$ cat config.mk
export PLATFORM = sky130hd
export DESIGN_NAME = software_timer_table_unit
export DESIGN_NICKNAME = d
export VERILOG_FILES = /design/src/sv/stt_pkg.sv /design/src/sv/stt_ctrl.sv /design/src/sv/stt_datapath.sv /design/src/sv/software_timer_table_unit.sv
export SDC_FILE = /design/constraint.sdc
export NUM_CORES = 1
export LEC_CHECK = 0
export ABC_AREA = 1
export BUFFER_PORTS_ARGS = -buffer_cell sky130_fd_sc_hd__buf_2
export CAP_MARGIN = 20
export CORE_ASPECT_RATIO = 1.2
export CORE_MARGIN = 2
export CORE_UTILIZATION = 42
export DETAILED_ROUTE_END_ITERATION = 8
export GPL_TIMING_DRIVEN = 0
export PLACE_DENSITY_LB_ADDON = 0.15
export SLEW_MARGIN = 20
export SYNTH_ARGS = -nofsm -noshare
export SYNTH_HDL_FRONTEND = slang
export SYNTH_SLANG_ARGS = --single-unit
$ cat constraint.sdc
create_clock -name clk -period 5 [get_ports clk]
set_input_delay 0.75 -clock clk [delete_from_list [all_inputs] [get_ports clk]]
set_output_delay 0.75 -clock clk [all_outputs]
set_load 0.05 [all_outputs]
$ cat src/sv/stt_pkg.sv
package stt_pkg;

	// Default sizes of the table
	localparam int NUM_TIMERS_DEF   = 16;
	localparam int LENGTH_WIDTH_DEF = 16;

	// Width of the per-timer masks on the ports
	localparam int MASK_W = 16;

	// Command codes
	typedef enum logic [1:0] {
		OP_START   = 2'd0,
		OP_RESTART = 2'd1,
		OP_CLOSE   = 2'd2,
		OP_TICK    = 2'd3
	} op_t;

	// Timer modes; periodic and the spare code both keep the timer on
	localparam logic [1:0] MODE_ONCE    = 2'd0;
	localparam logic [1:0] MODE_STOP_OK = 2'd2;

	// Status codes
	localparam logic STATUS_OK     = 1'b0;
	localparam logic STATUS_REJECT = 1'b1;

	// Controller states
	typedef enum logic [2:0] {
		ST_IDLE,
		ST_EXEC,
		ST_WALK,
		ST_DRAIN,
		ST_RESP
	} state_t;

	// Controller to datapath commands
	typedef struct packed {
		logic latch;
		logic exec;
		logic walk;
	} ctrl_cmd_t;

	// Datapath to controller status
	typedef struct packed {
		logic walk_last;
	} dp_stat_t;

endpackage

$ cat src/sv/stt_ctrl.sv
module stt_ctrl (
	input  logic             clk,
	input  logic             arst_n,
	input  logic             start,
	input  logic [1:0]       op,
	input  stt_pkg::dp_stat_t stat,
	output stt_pkg::ctrl_cmd_t cmd,
	output logic             busy,
	output logic             done
);
	import stt_pkg::*;

	state_t state_q;
	state_t state_d;

	// State register
	always_ff @(posedge clk or negedge arst_n) begin
		if (!arst_n) begin
			state_q <= ST_IDLE;
		end else begin
			state_q <= state_d;
		end
	end

	// Next state
	always_comb begin
		state_d = state_q;
		case (state_q)
			ST_IDLE: begin
				if (start) begin
					state_d = (op == OP_TICK) ? ST_WALK : ST_EXEC;
				end
			end
			ST_EXEC: begin
				state_d = ST_RESP;
			end
			ST_WALK: begin
				if (stat.walk_last) begin
					state_d = ST_DRAIN;
				end
			end
			ST_DRAIN: begin
				state_d = ST_RESP;
			end
			ST_RESP: begin
				state_d = ST_IDLE;
			end
			default: begin
				state_d = ST_IDLE;
			end
		endcase
	end

	// Outputs
	always_comb begin
		cmd       = '0;
		busy      = 1'b1;
		done      = 1'b0;
		case (state_q)
			ST_IDLE: begin
				busy      = 1'b0;
				cmd.latch = start;
			end
			ST_EXEC: begin
				cmd.exec = 1'b1;
			end
			ST_WALK: begin
				cmd.walk = 1'b1;
			end
			ST_DRAIN: begin
				cmd = '0;
			end
			ST_RESP: begin
				done = 1'b1;
			end
			default: begin
				cmd = '0;
			end
		endcase
	end

endmodule

$ cat src/sv/stt_datapath.sv
module stt_datapath #(
	parameter int NUM_TIMERS   = 16,
	parameter int LENGTH_WIDTH = 16,
	parameter int IDX_W        = 4
) (
	input  logic                       clk,
	input  logic                       arst_n,
	input  stt_pkg::ctrl_cmd_t         cmd,
	output stt_pkg::dp_stat_t          stat,
	input  logic [1:0]                 op,
	input  logic [7:0]                 timer_index,
	input  logic [15:0]                length,
	input  logic [1:0]                 mode,
	input  logic                       has_handler,
	input  logic [stt_pkg::MASK_W-1:0] success_mask,
	output logic                       status,
	output logic [stt_pkg::MASK_W-1:0] expired_mask
);
	import stt_pkg::*;

	localparam int CFG_W = LENGTH_WIDTH + 3;

	// Latched command word
	op_t                     op_q;
	logic [7:0]              idx_q;
	logic [LENGTH_WIDTH-1:0] len_q;
	logic [1:0]              mode_q;
	logic                    hh_q;
	logic [MASK_W-1:0]       ok_q;

	// Table storage: count and setup per timer, on/loaded bits in flops
	logic [LENGTH_WIDTH-1:0] cnt_mem [NUM_TIMERS];
	logic [CFG_W-1:0]        cfg_mem [NUM_TIMERS];
	logic [NUM_TIMERS-1:0]   running_q;
	logic [NUM_TIMERS-1:0]   loaded_q;

	// Walk control and read stage
	logic [IDX_W-1:0]        walk_idx_q;
	logic                    v_s1;
	logic [IDX_W-1:0]        idx_s1;
	logic [LENGTH_WIDTH-1:0] cnt_rd_s1;
	logic [CFG_W-1:0]        cfg_rd_s1;

	logic                    outcome_q;
	logic [MASK_W-1:0]       expired_q;
	logic                    status_q;

	// Command decode
	logic                    idx_ok;
	logic [IDX_W-1:0]        cmd_idx;
	logic                    start_ok;
	logic                    restart_ok;
	logic                    close_ok;
	logic                    reject;

	// Entry update
	logic [LENGTH_WIDTH-1:0] cnt_inc;
	logic [LENGTH_WIDTH-1:0] period_eff;
	logic [1:0]              mode_eff;
	logic                    hh_eff;
	logic                    live;
	logic                    fire;
	logic [7:0]              idx8;
	logic                    low16;
	logic [3:0]              bsel;
	logic                    outcome_nx;
	logic                    stop;

	// Count memory write port
	logic                    cnt_we;
	logic [IDX_W-1:0]        cnt_wa;
	logic [LENGTH_WIDTH-1:0] cnt_wd;

	// Capture the command word on accept
	always_ff @(posedge clk) begin
		if (cmd.latch) begin
			op_q   <= op_t'(op);
			idx_q  <= timer_index;
			len_q  <= LENGTH_WIDTH'(length);
			mode_q <= mode;
			hh_q   <= has_handler;
			ok_q   <= success_mask;
		end
	end

	// Decode start, restart and close
	always_comb begin
		idx_ok     = idx_q < 8'(NUM_TIMERS);
		cmd_idx    = idx_q[IDX_W-1:0];
		start_ok   = cmd.exec && (op_q == OP_START) && idx_ok && (len_q != '0);
		restart_ok = cmd.exec && (op_q == OP_RESTART) && idx_ok;
		close_ok   = cmd.exec && (op_q == OP_CLOSE) && idx_ok;
		reject     = !idx_ok || ((op_q == OP_START) && (len_q == '0));
	end

	// Update one entry per cycle during a tick; never-loaded entries read as zero
	always_comb begin
		cnt_inc    = cnt_rd_s1 + 1'b1;
		period_eff = loaded_q[idx_s1] ? cfg_rd_s1[CFG_W-1:3] : '0;
		mode_eff   = loaded_q[idx_s1] ? cfg_rd_s1[2:1] : MODE_ONCE;
		hh_eff     = loaded_q[idx_s1] && cfg_rd_s1[0];
		live       = v_s1 && running_q[idx_s1];
		fire       = live && (cnt_inc >= period_eff);
		idx8       = 8'(idx_s1);
		low16      = idx8 < 8'd16;
		bsel       = idx8[3:0];
		// carry the last handler outcome over entries that do not fire with a handler
		outcome_nx = (fire && hh_eff) ? (low16 && ok_q[bsel]) : outcome_q;
		stop       = fire && ((mode_eff == MODE_ONCE) ||
			((mode_eff == MODE_STOP_OK) && outcome_nx));
	end

	// Steer the count write port
	always_comb begin
		cnt_we = start_ok || restart_ok || live;
		cnt_wa = live ? idx_s1 : cmd_idx;
		cnt_wd = (live && !fire) ? cnt_inc : '0;
	end

	// Table memories with registered reads
	always_ff @(posedge clk) begin
		if (cnt_we) begin
			cnt_mem[cnt_wa] <= cnt_wd;
		end
		if (start_ok) begin
			cfg_mem[cmd_idx] <= {len_q, mode_q, hh_q};
		end
		cnt_rd_s1 <= cnt_mem[walk_idx_q];
		cfg_rd_s1 <= cfg_mem[walk_idx_q];
		idx_s1    <= walk_idx_q;
	end

	// Walk counter, outcome, result words
	always_ff @(posedge clk or negedge arst_n) begin
		if (!arst_n) begin
			walk_idx_q <= '0;
			v_s1       <= 1'b0;
			outcome_q  <= 1'b0;
			expired_q  <= '0;
			status_q   <= STATUS_OK;
		end else begin
			v_s1 <= cmd.walk;
			if (cmd.latch) begin
				walk_idx_q <= '0;
				outcome_q  <= 1'b0;
				expired_q  <= '0;
				status_q   <= STATUS_OK;
			end else begin
				if (cmd.walk && !stat.walk_last) begin
					walk_idx_q <= walk_idx_q + 1'b1;
				end
				if (cmd.exec) begin
					status_q <= reject ? STATUS_REJECT : STATUS_OK;
				end
				if (live) begin
					outcome_q <= outcome_nx;
				end
				if (fire && low16) begin
					expired_q[bsel] <= 1'b1;
				end
			end
		end
	end

	// On and loaded bits
	always_ff @(posedge clk or negedge arst_n) begin
		if (!arst_n) begin
			running_q <= '0;
			loaded_q  <= '0;
		end else begin
			if (start_ok || restart_ok) begin
				running_q[cmd_idx] <= 1'b1;
			end
			if (close_ok) begin
				running_q[cmd_idx] <= 1'b0;
			end
			if (live && stop) begin
				running_q[idx_s1] <= 1'b0;
			end
			if (start_ok) begin
				loaded_q[cmd_idx] <= 1'b1;
			end
		end
	end

	assign stat.walk_last = walk_idx_q == IDX_W'(NUM_TIMERS - 1);
	assign status         = status_q;
	assign expired_mask   = expired_q;

endmodule

$ cat src/sv/software_timer_table_unit.sv
// Channel  | Ports                                            | Handshake
// ---------+--------------------------------------------------+-------------------------
// command  | op, timer_index, length, mode, has_handler,      | taken when start && !busy
//          | success_mask                                     |
// result   | status, expired_mask                             | one-cycle strobe done
//
// Start, restart and close go through accept, execute and result before the next
// accept. A tick goes through accept, a walk, a drain state and result: the walk
// reads one table entry per cycle and writes it back through the shared count-memory
// write port after the registered read. busy is high after accept through the result
// cycle. Reset clears the on and loaded bits at once; there is no clearing pass.
// The receiver cannot stall; done is high for exactly one cycle per word.
module software_timer_table_unit #(
	parameter int NUM_TIMERS   = stt_pkg::NUM_TIMERS_DEF,
	parameter int LENGTH_WIDTH = stt_pkg::LENGTH_WIDTH_DEF
) (
	input  logic                       clk,
	input  logic                       arst_n,
	input  logic                       start,
	output logic                       busy,
	input  logic [1:0]                 op,
	input  logic [7:0]                 timer_index,
	input  logic [15:0]                length,
	input  logic [1:0]                 mode,
	input  logic                       has_handler,
	input  logic [stt_pkg::MASK_W-1:0] success_mask,
	output logic                       done,
	output logic                       status,
	output logic [stt_pkg::MASK_W-1:0] expired_mask
);
	import stt_pkg::*;

	localparam int IDX_W = (NUM_TIMERS > 1) ? $clog2(NUM_TIMERS) : 1;

	ctrl_cmd_t cmd;
	dp_stat_t  stat;

	// Sequence commands and the table walk
	stt_ctrl u_ctrl (
		.clk    (clk),
		.arst_n (arst_n),
		.start  (start),
		.op     (op),
		.stat   (stat),
		.cmd    (cmd),
		.busy   (busy),
		.done   (done)
	);

	// Hold the table and update entries
	stt_datapath #(
		.NUM_TIMERS   (NUM_TIMERS),
		.LENGTH_WIDTH (LENGTH_WIDTH),
		.IDX_W        (IDX_W)
	) u_datapath (
		.clk          (clk),
		.arst_n       (arst_n),
		.cmd          (cmd),
		.stat         (stat),
		.op           (op),
		.timer_index  (timer_index),
		.length       (length),
		.mode         (mode),
		.has_handler  (has_handler),
		.success_mask (success_mask),
		.status       (status),
		.expired_mask (expired_mask)
	);

endmodule

==> results.toml <==
[synth]
synth_area_leaders = "edfxtp_1 (65%), nor2_1 (6.1%), o21ai_0 (5.4%)"
synthFlopType = "edfxtp_1"
avgSynthCellArea_um2 = 11.95
synth-seq-cells = 702
yosysTopAreaCell = "edfxtp_1"
netlist_instances = 2346
synth_warnings = 0
synth_top_area_share_pct = 64.80
seq_area_frac_synth_pct = 72.76
synth_cell_types = 40
syn_area_um2 = 28040
synth-edff-count = 605
synthArstFlopShare_pct = 8.262
syn_nets = 2412

[sta]
setup_viol = 0
slew_headroom_pct = 24.49
fin_tns_setup_ps = 0
slew_violations = 0
skew_ps = 29.88
fmax_mhz = 200.0
whs_ps = 230.3
max_slew.worst_pin.slew_ps = 1133
rsz0062_at_grt = "yes"
finalCritPeriodShare_pct = 99.98
min_period_ps = 4999
finalHoldViolCount = 0

[global_route]
grt_pass1_wl_um = 124100
grt_max_degree = 59
grt_overflow = 0
antenna_found_initial = 0
grt_usage_pct = 24.74
grt_pass1_vias = 19030

[critical_path]
cp-start-kind = "flip-flop"
r2r-end = "u_datapath.cnt_mem[12][11]"
endpoint = "u_datapath.cnt_mem[12][11]"
startpoint = "u_datapath.bsel[0]"
cp_data_arrival_time_ps = 5260
path_class = "flip-flop to flip-flop"
r2r_slack_ps = 0.9
cp_max_fo = 16
r2r_cells = 21
worstPathRequired_ps = 5260
cp-end-kind = "flip-flop"
r2r-start = "u_datapath.bsel[0]"

[route]
wl_per_cell_um = 24.25
drt-vias-per-instance = 5.561
drtPass1Iterations = 6
drt-total-wl_um = 84020
antenna_left = 0
drc = 0
vias = 19270
drtIter0Drc = 2012

[run]
cap_viol_max_count = 0

[die]
fp.dieArea_um2 = 68840
start_util_pct = 42.49
die_h_um = 287.0
core_area_um2 = 65980
ios = 67
rows = 103
dieWidth_um = 239.9

[clock_tree]
worstSkewPairLatency_ps = 620
cts-resized-gates = 3
cts_tree = "yes"
clk_pin_slew_ps = 60
cts_root_buffer = "clkbuf_16"
cts-htree-levels = 3
cts.hold.buffers_added = 0
cts_made_buffers = 70
postCtsSetupBuffers = 0
cts_sinks = 702
cts_max_path_buffers = 3

[power]
clock_power_share_pct = 32.9
switchingPower_mw = 5.371
peakVddDrop_mv = 0.4021
internal-power_mw = 10.84
power.density_nw_per_um2 = 497.7
switching_share_pct = 33.13
p_leak_nw = 10.90
combinationalPowerShare_pct = 22.4
pwr-share-seq_pct = 44.6

[cells_and_area]
drive_gt1_share_pct = 11.08
synthToLayoutAreaGrowth_pct = 16.22
final_nets = 2585
diodes = 0

[place]
dp.final_hpwl_um = 56910
place_congestion = 0.9353
io_buffer_count = 66

[hold_path]
hold_class = "primary input to asynchronous set/reset pin"

[outcome]
status = "complete, no violations"
[worst min path at each step]
stage                             startpoint  slack, ps                          end  cells after the start
floorplan           u_datapath.walk_idx_q[3]        370           u_datapath.bsel[3]                      0
global placement    u_datapath.walk_idx_q[3]        440           u_datapath.bsel[3]                      0
detailed placement  u_datapath.walk_idx_q[3]        440           u_datapath.bsel[3]                      0
CTS                                   arst_n        230       u_datapath.loaded_q[0]                      1
global route                          arst_n        290     u_datapath.running_q[10]                      1
finish                                arst_n        230  u_datapath.expired_mask[10]                      1
[cell usage after synthesis, types with 5 or more instances]
cell type,count
dfxtp_1,39
inv_2,7
ha_1,18
dfrtp_1,58
edfxtp_1,605
inv_1,113
or2_2,9
o22ai_1,82
o21ai_1,11
buf_1,8
nand3_1,90
nand2_1,281
o211ai_1,11
o21bai_1,13
o21ai_0,301
a21oi_1,27
clkbuf_1,108
o221ai_1,60
nor3_1,12
nor2_1,456
xor2_1,8
nand4_1,5
buf_2,7
[kinds of logic (layout without fill, tap and decap cells)]
logic type | Yosys count | in the layout | share of synthesized area [%]
AOI/OAI and AO/OA | 510 | 510 | 10.57
xor gates and xnor gates | 9 | 9 | 0.2812
adders and majority gates | 18 | 18 | 0.8033
buffers and inverters | 246 | 473 | 3.365
DFF | 702 | 702 | 72.76
and+or+nand+nor | 861 | 861 | 12.21
[cells in the final DEF, fill, tap and decap left out, types with 8 or more instances in the layout]
master	count
o21ai_1	11
clkbuf_1	118
inv_1	113
dfrtp_1	58
nor2_4	19
xor2_1	8
nand2_1	281
nor2_2	27
nand3_1	90
buf_6	16
o21ai_0	301
a21oi_1	27
ha_1	18
clkbuf_16	73
clkinv_1	12
nor3_1	8
buf_2	72
o221ai_1	60
edfxtp_1	605
o21bai_1	13
o211ai_1	11
clkinv_2	11
o22ai_1	82
or2_2	9
buf_1	8
nor2_1	412
dfxtp_1	39
buf_12	9
[power groups by stage]
| stage | sequential, mW | clock (mW) | combinational, mW |
|---|---|---|---|
| 6_report | 7.24 | 5.34 | 3.64 |
| 4_1_cts | 7.23 | 5.41 | 3.63 |
| 2_1_floorplan | 7.19 | 0 | 2.08 |
| 5_1_grt | 7.27 | 5.63 | 3.98 |
| 3_5_place_dp | 7.35 | 0 | 3.61 |
| 3_3_place_gp | 7.35 | 0 | 3.51 |
[flip-flops by register name (all words and copies together) (netlist names), 4 cells and up]
signal	count
u_datapath.bsel	4
u_datapath.len_q	16
u_datapath.idx_q	8
u_datapath.ok_q	16
u_datapath.running_q	16
u_datapath.cnt_mem	256
u_datapath.walk_idx_q	4
u_datapath.cfg_mem	304
u_datapath.cnt_rd_s1	16
u_datapath.expired_mask	16
u_datapath.loaded_q	16
u_datapath.cfg_rd_s1	19
[metal layers]
metal	vias to the layer above	track usage (%)	routed length [um]
li1	8734	-	-
met1	9634	32.21	34250
met2	722	40.70	40520
met3	180	3.304	5027
met4	0	12.66	4228
met5	-	0	0
[critical path, cell delays in order, from the launching register on]
cell and delay, ps:
dfxtp_1 400, buf_2 260, nand2_1 70, o21ai_1 70, nand2_1 60, nand2_1 90
nand2_1 50, nand2_1 100, nor2_2 100, inv_2 210, clkbuf_1 370, nand2_1 130
ha_1 320, nand2_1 80, nor2_1 60, and2_1 130, nor2_1 90, nand2_1 110
a21oi_1 310, nand2_1 370, clkbuf_1 420, nor2_2 850
[per-stage QoR]
stage	worst slack (ps)	area [um2]	util, %	power (mW)	std cells
after floorplan	1557	28040	-	9.268	2346
after global placement	-903.2	29480	44.68	10.86	3304
after detailed placement	-145.9	30260	45.86	10.96	3339
after CTS	32.33	32580	49.38	16.27	3465
after global routing	-304.5	32580	49.38	16.88	3465
final	0.8513	32580	49.38	16.21	3465
[layout make-up]
class                      count  area (um2)
fill                        5974       33400
clock buffer                  89        1927
buffer                       125       494.2
multi-input combinational   1398        6913
timing repair buffer         101       894.6
tap                          892        1116
inverter                     121       454.2
sequential                   702       20400
clock inverter                37       384.1
Power figures use the tool's default switching activity.
